`src/seam_energy_map_assert.svh`:
```
// ----------------------------------------------------------------------------
// seam energy map assertion macros
// shared concurrent assertion forms for the energy map block
// ----------------------------------------------------------------------------
`ifndef SEAM_ENERGY_MAP_ASSERT_SVH
`define SEAM_ENERGY_MAP_ASSERT_SVH

// same-cycle implication, quiet during reset
`define SEM_ASSERT_NOW(label, cond, expr) \
   label: assert property (@(posedge clock) disable iff (reset) (cond) |-> (expr)) \
      else $error("seam energy map: same-cycle check failed");

// next-cycle implication, quiet during reset
`define SEM_ASSERT_NEXT(label, cond, expr) \
   label: assert property (@(posedge clock) disable iff (reset) (cond) |=> (expr)) \
      else $error("seam energy map: next-cycle check failed");

`endif

```
`src/sem_pkg.sv`:
```
// ----------------------------------------------------------------------------
// seam energy map package
// sizes, codes and the word type passed along the term cell chain
// ----------------------------------------------------------------------------
package sem_pkg;

   localparam int MaxRows     = 1024;
   localparam int RowBits     = $clog2(MaxRows);
   localparam int PixBits     = 24;
   localparam int EnergyBits  = 26;
   localparam int ColBits     = 16;
   localparam int RowsCfgBits = 11;
   localparam int CsrBits     = 16;
   localparam int NumTerms    = 4;
   localparam int NumBanks    = 3;
   localparam int BankBits    = 2;
   localparam int ReqDataBits = ((PixBits + 7) / 8) * 8;
   localparam int RspDataBits = ((EnergyBits + 7) / 8) * 8;

   localparam logic CsrImageColumns = 1'b0;
   localparam logic CsrImageRows    = 1'b1;

   localparam logic KindPixel = 1'b0;
   localparam logic KindFlush = 1'b1;

   // neighbour slots in order left, right, up, down, starting at slot 0
   typedef struct packed {
      logic                              frame_end;
      logic [NumTerms-1:0]               has;
      logic [NumTerms-1:0][PixBits-1:0]  nbr;
      logic [PixBits-1:0]                p;
      logic [EnergyBits-1:0]             acc;
   } sem_word_type;

   function automatic logic [BankBits-1:0] bank_next(input logic [BankBits-1:0] b);
      logic [BankBits-1:0] r;
      r = (b == BankBits'(NumBanks - 1)) ? '0 : b + BankBits'(1);
      return r;
   endfunction

   function automatic logic [BankBits-1:0] bank_prev(input logic [BankBits-1:0] b);
      logic [BankBits-1:0] r;
      r = (b == '0) ? BankBits'(NumBanks - 1) : b - BankBits'(1);
      return r;
   endfunction

endpackage

```
`src/sem_cell.sv`:
```
// ----------------------------------------------------------------------------
// sem cell
// one term cell: adds the head neighbour term and shifts the rest onward
// ----------------------------------------------------------------------------
module sem_cell
   import sem_pkg::*;
(
   input  logic         clock,
   input  logic         reset,
   input  logic         load,
   input  logic         in_valid,
   input  sem_word_type in_word,
   output logic         out_valid,
   output sem_word_type out_word
);

   logic         valid_ff;
   logic         valid_in;
   sem_word_type word_ff;
   sem_word_type word_in;
   logic [PixBits-1:0] term;

   always_comb begin
      if (!in_word.has[0]) begin
         term = in_word.p;
      end else if (in_word.p > in_word.nbr[0]) begin
         term = in_word.p - in_word.nbr[0];
      end else begin
         term = in_word.nbr[0] - in_word.p;
      end
      word_in           = in_word;
      word_in.acc       = in_word.acc + EnergyBits'(term);
      word_in.has       = {1'b0, in_word.has[NumTerms-1:1]};
      word_in.nbr       = {{PixBits{1'b0}}, in_word.nbr[NumTerms-1:1]};
      valid_in          = in_valid;
   end

   always_ff @(posedge clock) begin
      if (reset) begin
         valid_ff <= 1'b0;
      end else if (load) begin
         valid_ff <= valid_in;
      end
   end

   always_ff @(posedge clock) begin
      if (load) begin
         word_ff <= word_in;
      end
   end

   assign out_valid = valid_ff;
   assign out_word  = word_ff;

endmodule

```
`config.mk`:
```
export PLATFORM = sky130hd
export DESIGN_NAME = sem_cell
export DESIGN_NICKNAME = d
export VERILOG_FILES = /design/src/seam_energy_map_assert.svh /design/src/sem_pkg.sv /design/src/sem_cell.sv
export SDC_FILE = /design/constraint.sdc
export NUM_CORES = 1
export LEC_CHECK = 0
export ABC_AREA = 1
export BUFFER_PORTS_ARGS = -buffer_cell sky130_fd_sc_hd__buf_2
export CAP_MARGIN = 20
export CORE_ASPECT_RATIO = 0.7
export CORE_MARGIN = 5
export CORE_UTILIZATION = 57
export CTS_BUF_LIST = sky130_fd_sc_hd__clkbuf_2 sky130_fd_sc_hd__clkbuf_4 sky130_fd_sc_hd__clkbuf_8
export CTS_CLUSTER_DIAMETER = 150
export DETAILED_ROUTE_END_ITERATION = 10
export PLACE_DENSITY_LB_ADDON = 0.3
export RECOVER_POWER = 25
export SETUP_SLACK_MARGIN = 0.4
export SKIP_CTS_REPAIR_TIMING = 1
export SYNTH_ARGS = -nofsm -noshare
export SYNTH_HDL_FRONTEND = slang
export SYNTH_SLANG_ARGS = --single-unit
export TNS_END_PERCENT = 30
```
`constraint.sdc`:
```
create_clock -name clock -period 10.1 [get_ports clock]
set_clock_uncertainty 0.1 [all_clocks]
set_input_delay 2.02 -clock clock [delete_from_list [all_inputs] [get_ports clock]]
set_output_delay 2.02 -clock clock [all_outputs]
set_load 0.05 [all_outputs]
```
==> summary.txt, run 1 <==
Route
  – Drt via density: roughly 5.1
  – Pre-antenna DRT Iters: 5
  – DRC: 0
  – Initial DRC Count: 1072
  – Avg WL per Cell: between 15 and 20 microns
  – Routed wire length: 28370 microns
  – Via count: slightly below 9000
  – Post-DRT Antenna Nets: 0

Power
  – Clock share of power: 0.236
  – Max rail drop VDD: around 0.00014 V
  – P_leak: roughly 6.0 nW
  – Combinational fraction of design power: 0.405
  – Flop pwr share: 0.360
  – Int Power: approximately 1.1 mW
  – Sw frac: 0.4345
  – Sw power: 811.2 uW
  – Total power: around 1.9 mW
  – PwrDens: between 150 and 200 nW/um^2

Global route
  – Vias in the first global route: 7967
  – First-pass GRT wire length: 42000 microns
  – All-layer global routing usage: 0.2862
  – Initial antenna violation count: 0
  – Grt total ovfl: 0
  – Largest net degree at the start of global routing: 74

STA
  – FMAX: 168.2 MHz
  – Final setup fails: 0
  – Setup tns final: 0 ps
  – Slew @ Worst Pin: 917.3 ps
  – Final hold vios: 0
  – Final min period: approximately 5900 ps
  – Unrepaired setup endpoints after global routing: false
  – Pins Over Slew Limit: 0
  – Tcrit/Tclk final: 0.5885
  – Rel. slew slack: 0.3885

Synth
  – Mapped Cells: between 1000 and 1500
  – Area contributors post-synth: edfxtp_1, nand2_1, ha_1, inv_1, nand3_1
  – Post-Syn Area per Cell: 7.767 sq um
  – Synth unique cells: 43
  – Register area share after synthesis: 0.4081
  – Synth Cell Area: about 9300 sq um
  – Number of synthesized register bits: 127
  – Synth top area share: 0.4060
  – Synth Warn #: 0
  – Yosys top cell by area: edfxtp_1

Worst setup path
  – Setup Crit Path Kind: primary input to flip-flop
  – Worst Path Max Fanout: 34
  – Worst setup EP type: flip-flop
  – Critical path arrival: about 6100 ps
  – Critical path launch point type: primary input
  – CP required: slightly above 10000 ps

Cells and area
  – Most frequent cells in the layout: nand2_1, buf_2, inv_1, edfxtp_1
  – Final nets: ~1700
  – Most common cell after layout, fill and taps aside: nand2_1
  – # diodes: 0
  – Share of layout cells above drive strength 1: 0.2134
  – P&R area growth vs syn: 19.49%

Clock network
  – Clk pin slew, worst setup/hold paths: 80 ps
  – CTS tree: built
  – TritonCTS Sinks: roughly 130
  – Clock latency on the worst-skew pair: ~450 ps
  – H-tree depth: 4
  – Max Buffers Root-to-Sink: 2
  – Clock Tree Root: clkbuf_8
  – CTS buffer count: 17

Floorplan
  – Row count: 39
  – Die X: 162.8 microns
  – I/O Pins: between 300 and 400
  – Die height: ~120 microns
  – Core box area: around 16000 sq um
  – Initial Util: 0.5753
  – Die area: approximately 19000 sq um

Worst hold path
  – Worst min path class: flip-flop to flip-flop

Placement
  – DPL Wire Length: around 23000 microns
  – Port bufs: ~280
  – RePlAce Congestion: a little over 1

Run status
  – Status: finished clean

Job
  – Max-cap violation count: 0
worst paths after layout:
kind,from,end,slack (ps),cells after the start
min,out_valid,out_valid,400,2
max reg2reg,out_valid,out_valid,9400,2
min reg2reg,out_valid,out_valid,400,2
max,in_word[26],out_word[24],4160,25
state kept, by name, indices dropped and copies added, names as in the netlist:
register and cells:
out_word 126, out_valid 1
cell usage after synthesis (all sizes together):
master / instances
nor3: 7
nand2: 416
conb: 1
buf: 35
inv: 212
nor4: 1
dfxtp: 1
and2: 1
clkinv: 1
nand4: 16
or2: 3
ha: 72
a21oi: 58
edfxtp: 126
clkbuf: 9
a31oi: 2
o21ai: 22
a21boi: 2
a21o: 4
xor2: 32
fa: 3
mux2i: 1
o21bai: 3
xnor2: 10
a211oi: 2
nand3: 76
nor2: 82
nand3b: 2
final cells by class:
cell class,instances,area (sq um)
well taps,225,281.5
multi-input cells,840,4468
clock buffers,17,234.0
clock inverters,15,151.4
flip-flops and latches,127,3804
repair buffers,283,1396
fillers,1416,5064
inverters,213,802.0
metrics by stage:
| step | instance area, sq um | utilization | setup slack (ps) | hold slack (ps) | std cells |
|---|---|---|---|---|---|
| 2_1_floorplan | 9410 | - | 4785 | 632.6 | 1224 |
| 3_3_place_gp | 10780 | 0.6654 | 4016 | 374.7 | 1688 |
| 3_5_place_dp | 10780 | 0.6654 | 3833 | 385.1 | 1688 |
| 4_1_cts | 11160 | 0.6891 | 4325 | 404.1 | 1720 |
| 5_1_grt | 11140 | 0.6874 | 3861 | 455.1 | 1720 |
| 6_report | 11140 | 0.6874 | 4156 | 404.8 | 1720 |
cells by family (layout without fill, tap and decap cells):
logic type / count (synthesis) / after routing / share of synthesized area
simple gates: 604 / 604 / 0.2721
flops: 127 / 127 / 0.4081
buf+inv: 257 / 528 / 0.1222
xor+xnor: 42 / 42 / 0.03947
mux: 1 / 1 / 0.001074
fa+ha+maj: 75 / 75 / 0.1031
other cells: 1 / 25 / 0.0004024
compound gates: 93 / 93 / 0.05356
worst max-delay path, cell delays in order:
cell and delay (ps):
clkbuf_1 150, inv_1 60, ha_1 190, inv_1 140
fa_1 320, inv_1 60, nor2_1 140, o21ai_0 90
nand2_1 140, nand2_1 80, nand3_2 90, nand2_4 240
inv_4 290, nand2_2 90, nand3_1 80, o21ai_1 100
fa_1 470, o21ai_1 260, a21oi_1 170, o21ai_1 340
nand2_1 100, nand2_1 180, nand2_1 100, nand3_1 80
nand2_1 50
per-layer routing:
metal  wire length (microns)  global-route usage  up-vias  part of all wire
li1                        -                   -     4320                 -
met1                   12670              0.4289     3905              0.45
met2                   12100              0.4279      529              0.43
met3                    3272             0.06300       34              0.12
met4                     327             0.06425        0             0.012
met5                       0                   0        -                 0
power by group through the flow:
stage	Combinational [mW]	Clock, mW	Sequential (mW)
floorplan	0.342	0	0.898
global placement	0.737	0	0.681
detailed placement	0.745	0	0.683
CTS	0.748	0.449	0.672
global route	0.813	0.473	0.677
finish	0.755	0.440	0.672
Power figures use the tool's default switching activity.
==> run 2: changes to the inputs <==
--- a/config.mk
+++ b/config.mk
@@ -10,7 +10,7 @@
 export CAP_MARGIN = 20
 export CORE_ASPECT_RATIO = 0.7
 export CORE_MARGIN = 5
-export CORE_UTILIZATION = 57
+export CORE_UTILIZATION = 53
 export CTS_BUF_LIST = sky130_fd_sc_hd__clkbuf_2 sky130_fd_sc_hd__clkbuf_4 sky130_fd_sc_hd__clkbuf_8
 export CTS_CLUSTER_DIAMETER = 150
 export DETAILED_ROUTE_END_ITERATION = 10
==> constraint.sdc (replaced) <==
create_clock -name clock -period 5.75 [get_ports clock]
set_clock_uncertainty 0.1 [all_clocks]
set_input_delay 1.15 -clock clock [delete_from_list [all_inputs] [get_ports clock]]
set_output_delay 1.15 -clock clock [all_outputs]
set_load 0.05 [all_outputs]
==> summary.txt, run 2 (synthesis results as in run 1) <==
Clock network
  – Max Buffers Root-to-Sink: 2 (unchanged)
  – Clk pin slew, worst setup/hold paths: 80 ps (about the same)
  – H-tree depth: 4 (unchanged)
  – Clock Tree Root: clkbuf_8
  – CTS tree: built
  – CTS buffer count: 17 (unchanged)
  – Clock latency on the worst-skew pair: 440 ps (about the same)
  – TritonCTS Sinks: 127 (unchanged)

Power
  – Sw frac: 0.4183 (-0.01628)
  – Clock share of power: 0.249 (+0.013)
  – Max rail drop VDD: 0.0002169 V (+58%)
  – PwrDens: 298.7 nW/um^2 (+78%)
  – Combinational fraction of design power: 0.399 (-0.006)
  – Int Power: 1.951 mW (+85%)
  – Flop pwr share: 0.353 (-0.007)
  – P_leak: 5.993 nW (+0.57%)
  – Sw power: 1.403 mW (+73%)

Worst setup path
  – CP required: 5840 ps (-4370 ps)
  – R2r setup slk: 5010 ps (-4390 ps)
  – Family with the most delay on the worst path: simple AND/OR/NAND/NOR gates
  – Reg-to-Reg Start: out_valid
  – Buf/Inv on CP: 5 (unchanged)
  – Worst Path Max Fanout: 34 (unchanged)
  – CP max stage delay: 460 ps (about the same)
  – Cells on worst reg2reg path: 2 (unchanged)
  – RR Endpoint: out_valid
  – Worst setup EP type: flip-flop
  – Critical path launch point type: primary input
  – Setup Crit Path Kind: primary input to flip-flop
  – Worst path slowest cell: fa_1
  – Critical path arrival: 5090 ps (-970 ps)
  – CP most frequent cell: nand2_1

Global route
  – Grt total ovfl: 0 (unchanged)
  – Vias in the first global route: 8247 (+3.5%)
  – Initial antenna violation count: 2 (+2)
  – All-layer global routing usage: 0.2709 (-0.01535)
  – First-pass GRT wire length: 43250 microns (+3.0%)
  – Largest net degree at the start of global routing: 67 (-9.5%)

Route
  – Avg WL per Cell: 16.48 microns (about the same)
  – Routed wire length: 28520 microns (+0.54%)
  – Drt via density: 5.162 (+1.0%)
  – Via count: 8930 (+1.6%)
  – DRC: 0 (unchanged)
  – Post-DRT Antenna Nets: 0 (unchanged)
  – Initial DRC Count: 904 (-16%)
  – Pre-antenna DRT Iters: 8 (+3)

Floorplan
  – I/O Pins: 307 (unchanged)
  – Core box area: 17220 sq um (+6.3%)
  – Row count: 40 (+2.6%)
  – Die height: 121.0 microns (+3.4%)
  – Die area: 20380 sq um (+7.0%)
  – Die X: 168.5 microns (+3.5%)
  – Initial Util: 0.5414 (-0.03395)

Cells and area
  – Most common cell after layout, fill and taps aside: nand2_1
  – Fillcell total: 1629 (+15%)
  – Share of layout cells above drive strength 1: 0.2155 (+0.002099)
  – P&R area growth vs syn: 20.46%
  – Max reg flops: 126 (unchanged)
  – Core Util, Final: 0.6521 (-0.03533)
  – Final nets: 1716 (+0.23%)
  – # diodes: 0 (unchanged)
  – Most frequent cells in the layout: nand2_1, buf_2, inv_1, edfxtp_1

Placement
  – RePlAce Congestion: 0.9987 (-1.2%)
  – Port bufs: 281 (unchanged)
  – DPL Wire Length: 23310 microns (+0.32%)

Worst hold path
  – Worst min path class: flip-flop to flip-flop
  – Hold Path Depth: 2 (unchanged)
  – Hold-critical path endpoint: out_valid
  – Hold path startpoint: out_valid

STA
  – Rel. slew slack: 0.4586 (+0.07017)
  – Setup tns final: 0 ps (unchanged)
  – Unrepaired setup endpoints after global routing: false
  – Final hold vios: 0 (unchanged)
  – Tcrit/Tclk final: 0.8693
  – Slew @ Worst Pin: 812.1 ps (-105.2 ps)
  – Final min period: approximately 5000 ps
  – Pins Over Slew Limit: 0 (unchanged)
  – Hold_ws: 443.2 ps (+38.40 ps)
  – Final setup fails: 0 (unchanged)
  – FMAX: roughly 200 MHz

Run status
  – Status: finished clean

Job
  – Max-cap violation count: 0 (unchanged)
==> run 2: changes by cell type in the layout (fill, tap and decap cells not counted) <==
| cell | previous run | this run |
|---|---|---|
| nand2_4 | 4 | 3 |
| clkinv_4 | 4 | 3 |
| clkbuf_1 | 22 | 23 |
| buf_2 | 258 | 257 |
| clkbuf_8 | 17 | 18 |
| inv_8 | 2 | 0 |
| a21oi_1 | 57 | 56 |
| nand2_8 | 0 | 1 |
| clkinvlp_4 | 2 | 3 |
| inv_6 | 5 | 4 |
| buf_4 | 3 | 7 |
| a21oi_2 | 1 | 2 |
| bufinv_16 | 1 | 3 |
==> run 2: how the worst max path moves through the flow <==
stage | startpoint | end | slack [ps] | cells after the start
floorplan | in_word[26] | out_word[20] | 1300 | 24
global placement | in_word[26] | out_word[24] | 510 | 27
detailed placement | in_word[26] | out_word[20] | 330 | 27
CTS | in_word[26] | out_word[24] | 710 | 28
global route | in_word[26] | out_word[24] | 390 | 27
finish | in_word[26] | out_word[20] | 750 | 25
==> run 2: layout make-up <==
type | instances | area [sq um] | area share
repair buffers | 287 | 1425 | 0.1269
multi-input cells | 840 | 4481 | 0.3991
clock inverters | 14 | 178.9 | 0.01594
clock buffers | 18 | 247.7 | 0.02207
well taps | 231 | 289.0 | 0.02574
flip-flops and latches | 127 | 3804 | 0.3388
inverters | 213 | 802.0 | 0.07144
==> run 2: metal layers <==
metal  wire length [microns]  up-vias  GRT usage  share of wire
met2                   12030      552     0.4017           0.42
met5                      24        -          0        0.00084
met3                    3331       56    0.06545           0.12
li1                        -     4325          -              -
met1                   12650     3993     0.3988           0.44
met4                     482        4    0.06792          0.017
==> run 2: tightest hold or removal path: stages (launching register included) <==
cell	delay (ps)
dfxtp_1	350
mux2i_1	90
nor2_1	80
==> run 2: power groups by stage <==
stage | Combinational (mW) | Clock [mW] | Sequential (mW)
floorplan | 0.602 | 0 | 1.58
global placement | 1.30 | 0 | 1.20
detailed placement | 1.31 | 0 | 1.20
CTS | 1.32 | 0.853 | 1.18
global route | 1.44 | 0.900 | 1.19
finish | 1.34 | 0.834 | 1.18
==> run 2: per-stage QoR <==
stage | total power, mW | instance area, sq um | setup WS, ps | cells
after CTS | 3.357 | 11240 | 705.4 | 1730
after global placement | 2.498 | 10820 | 505.5 | 1698
after global routing | 3.531 | 11230 | 386.0 | 1730
after floorplan | 2.179 | 9410 | 1305 | 1224
final | 3.353 | 11230 | 751.3 | 1730
after detailed placement | 2.516 | 10820 | 330.1 | 1698
